==> config.mk <==
export PLATFORM = sky130hd
export DESIGN_NAME = stepper_full_half_step_sequencer_flat
export DESIGN_NICKNAME = d
export VERILOG_FILES = /design/src/hw/rtl/sfhs_pkg.sv /design/src/hw/rtl/sfhs_if.sv /design/src/hw/rtl/sfhs_phase_calc.sv /design/src/hw/rtl/sfhs_core.sv /design/src/hw/rtl/stepper_full_half_step_sequencer.sv /design/src/flat_wrapper.sv
export SDC_FILE = /design/constraint.sdc
export NUM_CORES = 1
export LEC_CHECK = 0
export BUFFER_PORTS_ARGS = -buffer_cell sky130_fd_sc_hd__buf_2
export CORE_MARGIN = 5
export CORE_UTILIZATION = 66
export CTS_BUF_LIST = sky130_fd_sc_hd__clkbuf_4
export CTS_CLUSTER_SIZE = 40
export DETAILED_ROUTE_END_ITERATION = 8
export PLACE_DENSITY = 0.85
export SLEW_MARGIN = 20
export SYNTH_ARGS = -nofsm -noshare
export SYNTH_HDL_FRONTEND = slang
export SYNTH_SLANG_ARGS = --single-unit
==> constraint.sdc <==
create_clock -name i_clk -period 9.4 [get_ports i_clk]
set_clock_uncertainty 0.05 [all_clocks]
set_input_delay 0.94 -clock i_clk [delete_from_list [all_inputs] [get_ports i_clk]]
set_output_delay 0.94 -clock i_clk [all_outputs]
set_load 0.1 [all_outputs]
==> src/hw/rtl/sfhs_pkg.sv <==
package sfhs_pkg;

    localparam logic [1:0] FUNC_START = 2'd0;
    localparam logic [1:0] FUNC_TICK  = 2'd1;
    localparam logic [1:0] FUNC_STOP  = 2'd2;

    localparam int DEG_W    = 16;
    localparam int PHASE_W  = 20;
    // floor(deg*64/45) via reciprocal: deg * ceil(2^28/45) >> 22, exact for 16-bit deg
    localparam int RECIP_W  = 23;
    localparam logic [RECIP_W-1:0] RECIP_MULT = 23'd5965233;
    localparam int RECIP_SHIFT = 22;
    localparam int PROD_W   = DEG_W + RECIP_W;
    localparam int QUOT_W   = 17;

    localparam logic [3:0] FULL_FWD [4] = '{4'd1, 4'd2, 4'd4, 4'd8};
    localparam logic [3:0] FULL_REV [4] = '{4'd8, 4'd4, 4'd2, 4'd1};
    localparam logic [3:0] HALF_FWD [8] = '{4'd1, 4'd3, 4'd2, 4'd6, 4'd4, 4'd12, 4'd8, 4'd9};
    localparam logic [3:0] HALF_REV [8] = '{4'd9, 4'd8, 4'd12, 4'd4, 4'd6, 4'd2, 4'd3, 4'd1};

    typedef struct packed {
        logic [1:0]       func;
        logic             step_mode;
        logic             direction;
        logic [7:0]       hold_ms;
        logic [DEG_W-1:0] degrees;
    } t_item;

    typedef struct packed {
        logic [3:0] coils;
        logic       busy_res;
        logic       accepted;
        logic       move_done;
    } t_result;

    function automatic logic [3:0] pattern_at(input logic half, input logic rev,
                                              input logic [2:0] idx);
        logic [3:0] pat;
        if (half) begin
            pat = rev ? HALF_REV[idx] : HALF_FWD[idx];
        end else begin
            pat = rev ? FULL_REV[idx[1:0]] : FULL_FWD[idx[1:0]];
        end
        return pat;
    endfunction

endpackage

==> src/hw/rtl/sfhs_if.sv <==
interface sfhs_in_if;
    logic        valid;
    logic        ready;
    logic [1:0]  func;
    logic        step_mode;
    logic        direction;
    logic [7:0]  hold_ms;
    logic [15:0] degrees;

    modport source (output valid, output func, output step_mode, output direction,
                    output hold_ms, output degrees, input ready);
    modport sink (input valid, input func, input step_mode, input direction,
                  input hold_ms, input degrees, output ready);
endinterface

interface sfhs_out_if;
    logic       valid;
    logic       ready;
    logic [3:0] coils;
    logic       busy_res;
    logic       accepted;
    logic       move_done;

    modport source (output valid, output coils, output busy_res, output accepted,
                    output move_done, input ready);
    modport sink (input valid, input coils, input busy_res, input accepted,
                  input move_done, output ready);
endinterface

==> src/hw/rtl/sfhs_phase_calc.sv <==
module sfhs_phase_calc (
    input  logic [sfhs_pkg::DEG_W-1:0]   i_degrees,
    input  logic                         i_half,
    output logic [sfhs_pkg::PHASE_W-1:0] o_phases,
    output logic                         o_nonzero
);
    import sfhs_pkg::*;

    logic [PROD_W-1:0] prod;
    logic [QUOT_W-1:0] quot;

    // both modes reduce to floor(deg*64/45) scaled by the sequence length
    assign prod      = PROD_W'(i_degrees) * PROD_W'(RECIP_MULT);
    assign quot      = prod[RECIP_SHIFT +: QUOT_W];
    assign o_phases  = i_half ? {quot, 3'b000} : {1'b0, quot, 2'b00};
    assign o_nonzero = (quot != '0);

endmodule

==> src/hw/rtl/sfhs_core.sv <==
module sfhs_core (
    input  logic              i_clk,
    input  logic              i_rst_n,
    input  logic              i_step,
    input  sfhs_pkg::t_item   i_item,
    output sfhs_pkg::t_result o_res
);
    import sfhs_pkg::*;

    logic               r_running, n_running;
    logic               r_half, n_half;
    logic               r_reverse, n_reverse;
    logic [7:0]         r_hold_length, n_hold_length;
    logic [7:0]         r_hold_count, n_hold_count;
    logic [2:0]         r_idx, n_idx;
    logic [PHASE_W-1:0] r_phases_left, n_phases_left;
    logic [3:0]         r_coil, n_coil;
    logic               n_acc;
    logic               n_done;

    logic [PHASE_W-1:0] start_phases;
    logic               start_nz;
    logic [7:0]         hc_inc;
    logic [PHASE_W-1:0] pl_dec;
    logic [2:0]         idx_inc;

    sfhs_phase_calc u_phase_calc (
        .i_degrees (i_item.degrees),
        .i_half    (i_item.step_mode),
        .o_phases  (start_phases),
        .o_nonzero (start_nz)
    );

    assign hc_inc  = r_hold_count + 8'd1;
    assign pl_dec  = r_phases_left - PHASE_W'(1);
    assign idx_inc = r_half ? (r_idx + 3'd1) : {1'b0, r_idx[1:0] + 2'd1};

    always_comb begin
        n_running     = r_running;
        n_half        = r_half;
        n_reverse     = r_reverse;
        n_hold_length = r_hold_length;
        n_hold_count  = r_hold_count;
        n_idx         = r_idx;
        n_phases_left = r_phases_left;
        n_coil        = r_coil;
        n_acc         = 1'b0;
        n_done        = 1'b0;
        case (i_item.func)
            FUNC_START: begin
                // a zero-phase start leaves everything alone
                if (start_nz) begin
                    n_running     = 1'b1;
                    n_half        = i_item.step_mode;
                    n_reverse     = i_item.direction;
                    n_hold_length = (i_item.hold_ms == 8'd0) ? 8'd1 : i_item.hold_ms;
                    n_hold_count  = 8'd0;
                    n_idx         = 3'd0;
                    n_phases_left = start_phases;
                    n_coil        = pattern_at(i_item.step_mode, i_item.direction, 3'd0);
                    n_acc         = 1'b1;
                end
            end
            FUNC_TICK: begin
                if (r_running) begin
                    if (hc_inc >= r_hold_length) begin
                        n_hold_count  = 8'd0;
                        n_phases_left = pl_dec;
                        if (pl_dec == '0) begin
                            n_running = 1'b0;
                            n_done    = 1'b1;
                        end else begin
                            n_idx  = idx_inc;
                            n_coil = pattern_at(r_half, r_reverse, idx_inc);
                        end
                    end else begin
                        n_hold_count = hc_inc;
                    end
                end
            end
            FUNC_STOP: begin
                n_running     = 1'b0;
                n_hold_count  = 8'd0;
                n_idx         = 3'd0;
                n_phases_left = '0;
                n_coil        = 4'd0;
            end
            default: begin
            end
        endcase
    end

    always_ff @(posedge i_clk) begin
        if (!i_rst_n) begin
            r_running     <= 1'b0;
            r_half        <= 1'b0;
            r_reverse     <= 1'b0;
            r_hold_length <= 8'd0;
            r_hold_count  <= 8'd0;
            r_idx         <= 3'd0;
            r_phases_left <= '0;
            r_coil        <= 4'd0;
        end else if (i_step) begin
            r_running     <= n_running;
            r_half        <= n_half;
            r_reverse     <= n_reverse;
            r_hold_length <= n_hold_length;
            r_hold_count  <= n_hold_count;
            r_idx         <= n_idx;
            r_phases_left <= n_phases_left;
            r_coil        <= n_coil;
        end
    end

    assign o_res = '{coils: n_coil, busy_res: n_running, accepted: n_acc, move_done: n_done};

endmodule

==> src/hw/rtl/stepper_full_half_step_sequencer.sv <==
// channel | dir | fields                                          | transfer
// i_cmd   | in  | func, step_mode, direction, hold_ms, degrees    | valid & ready
// o_res   | out | coils, busy_res, accepted, move_done            | valid & ready
//
// one item per cycle sustained while o_res accepts; each item passes through
// the input register, then state update and phase multiply into the result register
// synchronous active-low reset clears the sequencer state, coils off
// a stalled result holds the pipe; i_cmd.ready drops only when both stages are full
module stepper_full_half_step_sequencer (
    input  logic        i_clk,
    input  logic        i_rst_n,
    sfhs_in_if.sink     i_cmd,
    sfhs_out_if.source  o_res
);
    import sfhs_pkg::*;

    t_item   r_item;
    logic    r_item_vld;
    t_result r_res;
    logic    r_res_vld;
    t_result core_res;
    logic    res_free;
    logic    step;
    logic    in_xfer;

    assign res_free    = !r_res_vld || o_res.ready;
    assign step        = r_item_vld && res_free;
    assign i_cmd.ready = !r_item_vld || res_free;
    assign in_xfer     = i_cmd.valid && i_cmd.ready;

    always_ff @(posedge i_clk) begin
        if (!i_rst_n) begin
            r_item_vld <= 1'b0;
            r_res_vld  <= 1'b0;
        end else begin
            if (in_xfer) begin
                r_item_vld <= 1'b1;
            end else if (step) begin
                r_item_vld <= 1'b0;
            end
            if (res_free) begin
                r_res_vld <= r_item_vld;
            end
        end
    end

    always_ff @(posedge i_clk) begin
        if (in_xfer) begin
            r_item <= '{func: i_cmd.func, step_mode: i_cmd.step_mode,
                        direction: i_cmd.direction, hold_ms: i_cmd.hold_ms,
                        degrees: i_cmd.degrees};
        end
        if (step) begin
            r_res <= core_res;
        end
    end

    sfhs_core u_core (
        .i_clk   (i_clk),
        .i_rst_n (i_rst_n),
        .i_step  (step),
        .i_item  (r_item),
        .o_res   (core_res)
    );

    assign o_res.valid     = r_res_vld;
    assign o_res.coils     = r_res.coils;
    assign o_res.busy_res  = r_res.busy_res;
    assign o_res.accepted  = r_res.accepted;
    assign o_res.move_done = r_res.move_done;

    // a started move is always running after its start
    a_accept_busy: assert property (@(posedge i_clk) disable iff (!i_rst_n)
        o_res.valid && o_res.accepted |-> o_res.busy_res)
        else $error("accepted start without busy");

    // the end of a move leaves the sequencer idle
    a_done_idle: assert property (@(posedge i_clk) disable iff (!i_rst_n)
        o_res.valid && o_res.move_done |-> !o_res.busy_res && !o_res.accepted)
        else $error("move_done while busy or accepted");

    // a held item is not dropped while the result side stalls
    a_item_kept: assert property (@(posedge i_clk) disable iff (!i_rst_n)
        r_item_vld && !step |=> r_item_vld && $stable(r_item))
        else $error("pending item lost");

    // a stop leaves the coils off and the sequencer idle
    a_stop_clears: assert property (@(posedge i_clk) disable iff (!i_rst_n)
        step && r_item.func == FUNC_STOP |=> r_res.coils == 4'd0 && !r_res.busy_res)
        else $error("stop did not de-energize coils");

endmodule

==> src/flat_wrapper.sv <==
// flat-port wrapper written by rule: the top's interface ports become plain ports
module stepper_full_half_step_sequencer_flat import sfhs_pkg::*;
  (i_clk, i_rst_n, i_cmd_valid, i_cmd_func, i_cmd_step_mode, i_cmd_direction, i_cmd_hold_ms, i_cmd_degrees, i_cmd_ready, o_res_valid, o_res_coils, o_res_busy_res, o_res_accepted, o_res_move_done, o_res_ready);
  sfhs_in_if i_cmd_i ();
  sfhs_out_if o_res_i ();
  input  logic i_clk;
  input  logic i_rst_n;
  input wire logic [$bits(i_cmd_i.valid)-1:0] i_cmd_valid;
  input wire logic [$bits(i_cmd_i.func)-1:0] i_cmd_func;
  input wire logic [$bits(i_cmd_i.step_mode)-1:0] i_cmd_step_mode;
  input wire logic [$bits(i_cmd_i.direction)-1:0] i_cmd_direction;
  input wire logic [$bits(i_cmd_i.hold_ms)-1:0] i_cmd_hold_ms;
  input wire logic [$bits(i_cmd_i.degrees)-1:0] i_cmd_degrees;
  output wire logic [$bits(i_cmd_i.ready)-1:0] i_cmd_ready;
  output wire logic [$bits(o_res_i.valid)-1:0] o_res_valid;
  output wire logic [$bits(o_res_i.coils)-1:0] o_res_coils;
  output wire logic [$bits(o_res_i.busy_res)-1:0] o_res_busy_res;
  output wire logic [$bits(o_res_i.accepted)-1:0] o_res_accepted;
  output wire logic [$bits(o_res_i.move_done)-1:0] o_res_move_done;
  input wire logic [$bits(o_res_i.ready)-1:0] o_res_ready;
  assign i_cmd_i.valid = i_cmd_valid;
  assign i_cmd_i.func = i_cmd_func;
  assign i_cmd_i.step_mode = i_cmd_step_mode;
  assign i_cmd_i.direction = i_cmd_direction;
  assign i_cmd_i.hold_ms = i_cmd_hold_ms;
  assign i_cmd_i.degrees = i_cmd_degrees;
  assign i_cmd_ready = i_cmd_i.ready;
  assign o_res_valid = o_res_i.valid;
  assign o_res_coils = o_res_i.coils;
  assign o_res_busy_res = o_res_i.busy_res;
  assign o_res_accepted = o_res_i.accepted;
  assign o_res_move_done = o_res_i.move_done;
  assign o_res_i.ready = o_res_ready;
  stepper_full_half_step_sequencer u_core (.i_clk(i_clk), .i_rst_n(i_rst_n), .i_cmd(i_cmd_i), .o_res(o_res_i));
endmodule
==> flow_summary.toml <==
[detailed_routing]
drt_first_pass_iters = 7
ant_nets = 0
viasPerCell = 6.43
drt-initial-drc-count = 1155
drt-wirelength-per-cell_um = 18.9
routed_wirelength_um = 25900
drcViolationCount = 0
vias = 8828

[global_routing]
grt_pass1_wl_um = 43200
use_met1_pct = 40.9
antenna_found_initial = 1
grt_pass1_vias = 8700
grt_usage_pct = 29.5
overflow = 0
grt_max_degree = 37
use_met3_pct = 6.19
top_usage_layer = "met2"
met2_usage_pct = 46.6

[clock_tree]
postCtsHoldBufs = 0
cts_root_buf = "clkbuf_4"
cts_buffers = 9
clock_sinks = 83
clk_pin_slew_ns = 0.20
clk-insertion-delay-late_ns = 0.52
cts_resized = 0
cts_tree = "built"
cts_setup_buffers = 0
htree_levels = 3
clk_path_buf_depth = 2

[worst_setup_path]
r2r-start = "u_core.r_item[10]$_DFFE_PP_"
arrival_ns = 8.33
worst-path-max-fanout = 31
worstPathRequired_ns = 9.78
ff2ff_setup_slack_ns = 1.44
worstSetupStartpointType = "register"
r2r-end = "u_core.u_core.r_idx[1]$_SDFFE_PN0P_"
worstRegToRegCells = 23
end_kind = "register"
worstSetupPathType = "reg2reg"

[sta]
finalSetupTns_ns = 0
drv_slew = 0
tightest_slew_ns = 1.09
fin_crit_sh_pct = 84.6
min_period_ns = 7.96
rsz0062_at_grt = "no"
setup_viol = 0
fmax_ghz = 0.126
hold_viol = 0
max_slew_margin_pct = 27.5

[floorplan]
core_um2 = 15200
fp.dieW_um = 134
rows = 45
die_h_um = 134
initial_utilization_pct = 67.1
io_pins = 41
die_area_um2 = 18000

[worst_hold_path]
hold_class = "reg2reg"
worstHoldStart = "u_core.u_core.r_coil[0]$_SDFFE_PN0P_"
hold-path-endpoint = "u_core.u_core.r_coil[0]$_SDFFE_PN0P_"
holdPathStages = 2

[synth]
synth_warnings = 0
synthAdderAreaFrac_pct = 35.1
synth_compound_area_share_pct = 18.0
ys_async_sr_fraction_pct = 0
synth_area_per_cell_um2 = 8.71
synth_simple_gate_area_share_pct = 13.8
muxShareOfSynthArea_pct = 2.10
ys_seq_area_share_pct = 19.7
synth_cells = 1171
synth.distinct_cells = 72
ys_seq_elements = 83
yosys.area_share.xor_xnor_pct = 2.15
synthFlopType = "dfxtp_1"
syn_nets = 1436
synth-edff-count = 35
synth_top_family_by_area = "adder cells"
syn-cell-area_um2 = 10200

[layout]
final_common_cell = "inv_1"
fill_cells = 1158
nets = 1443
layout_common_cells = "inv_1, ha_1, fa_1, a21oi_1, o21ai_0"
synthToLayoutAreaGrowth_pct = 4.04
drive_gt1_share_pct = 6.26

[flow_run]
drv_cap = 0

[placed_design]
port_buffers = 40
gp_congestion = 0.998
hpwlAfterDp_um = 20400

[status]
status = "finished, final reports clean"
==> layout make-up <==
type	count	area, µm²	share of cell area, %
multi-input cells	845	7240	68.3
repair buffers	45	238	2.24
diodes	1	2.50	0.0236
clock buffers	10	75.1	0.708
flip-flops and latches	83	2010	19.0
clock inverters	6	73.8	0.696
well taps	188	235	2.22
inverters	194	728	6.86
==> cell usage after synthesis, types with 11 or more instances <==
| cell | n | area (µm²) |
|---|---|---|
| o211ai_1 | 15 | 113 |
| a211oi_1 | 12 | 90.1 |
| and3_1 | 14 | 87.6 |
| o21ai_0 | 81 | 405 |
| xnor2_1 | 16 | 140 |
| a21oi_1 | 85 | 425 |
| nor2_1 | 41 | 154 |
| mux2i_1 | 18 | 180 |
| o31ai_1 | 11 | 82.6 |
| nand3_1 | 43 | 215 |
| nand4_1 | 18 | 113 |
| edfxtp_1 | 35 | 1050 |
| dfxtp_1 | 48 | 961 |
| nor3_1 | 19 | 95.1 |
| inv_1 | 192 | 721 |
| fa_1 | 88 | 1760 |
| clkbuf_1 | 42 | 158 |
| nand2_1 | 75 | 282 |
| ha_1 | 145 | 1810 |
==> worst max path at each step <==
stage,from,end,slack [ns],cells past startpoint
global placement,u_core.r_item[15]$_DFFE_PP_,u_core.u_core.r_idx[0]$_SDFFE_PN0P_,1.71,23
floorplan,u_core.r_item[15]$_DFFE_PP_,u_core.o_res.coils[3]$_DFFE_PP_,2.51,25
detailed placement,u_core.r_item[15]$_DFFE_PP_,u_core.u_core.r_idx[1]$_SDFFE_PN0P_,1.64,23
finish,u_core.r_item[10]$_DFFE_PP_,u_core.u_core.r_idx[1]$_SDFFE_PN0P_,1.44,23
CTS,u_core.r_item[15]$_DFFE_PP_,u_core.u_core.r_idx[1]$_SDFFE_PN0P_,1.60,23
global route,u_core.r_item[15]$_DFFE_PP_,u_core.u_core.r_idx[1]$_SDFFE_PN0P_,0.86,23
==> critical path, cell delays in order, from the launching register on <==
cell	delay, ns
edfxtp_1	0.55
ha_1	0.37
inv_1	0.06
fa_1	0.48
inv_1	0.05
fa_1	0.52
inv_1	0.08
fa_1	0.56
inv_1	0.07
fa_1	0.54
inv_1	0.06
fa_1	0.52
inv_1	0.05
ha_1	0.44
nand2_1	0.10
o21ai_0	0.44
a211oi_1	0.13
and4b_1	0.26
nor3_1	0.33
o211ai_1	0.18
nor4b_1	0.53
and4_1	1.00
nor2_1	0.24
mux2i_1	0.23
==> per-layer routing <==
| metal | wire length, µm | share of wire [%] |
|---|---|---|
| met1 | 11300 | 43 |
| met2 | 11600 | 45 |
| met3 | 2270 | 8.8 |
| met4 | 723 | 2.8 |
| met5 | 34 | 0.13 |
==> metrics by stage <==
stage	cell area (µm²)	util (%)	instances	hold slack (ns)	setup slack [ns]
final	10600	69.8	1372	0.431	1.44
after global routing	10600	69.8	1372	0.474	0.859
after CTS	10600	69.8	1371	0.428	1.60
after detailed placement	10500	68.8	1355	0.408	1.64
after global placement	10500	68.8	1355	0.397	1.71
after floorplan	10200	-	1171	0.386	2.51
==> logic make-up after synthesis <==
group           after synthesis
compound gates              292
xor+xnor                     25
fa+ha+maj                   233
buf+inv                     243
flops                        83
mux                          21
simple gates                274
==> flip-flops by register name, summed over array words and instances, names as in the netlist <==
register and count:
u_core.u_core.r_idx 3, u_core.o_res.valid 1, u_core.u_core.r_phases_left 20, u_core.u_core.r_running 1, u_core.o_res.move_done 1, u_core.r_item_vld 1, u_core.r_item 28, u_core.u_core.r_half 1
u_core.o_res.coils 4, u_core.o_res.busy_res 1, u_core.u_core.r_reverse 1, u_core.u_core.r_coil 4, u_core.u_core.r_hold_length 8, u_core.o_res.accepted 1, u_core.u_core.r_hold_count 8
Power is not shown: default switching activity piles up to over one toggle a cycle in this logic, so the estimate is an artifact.
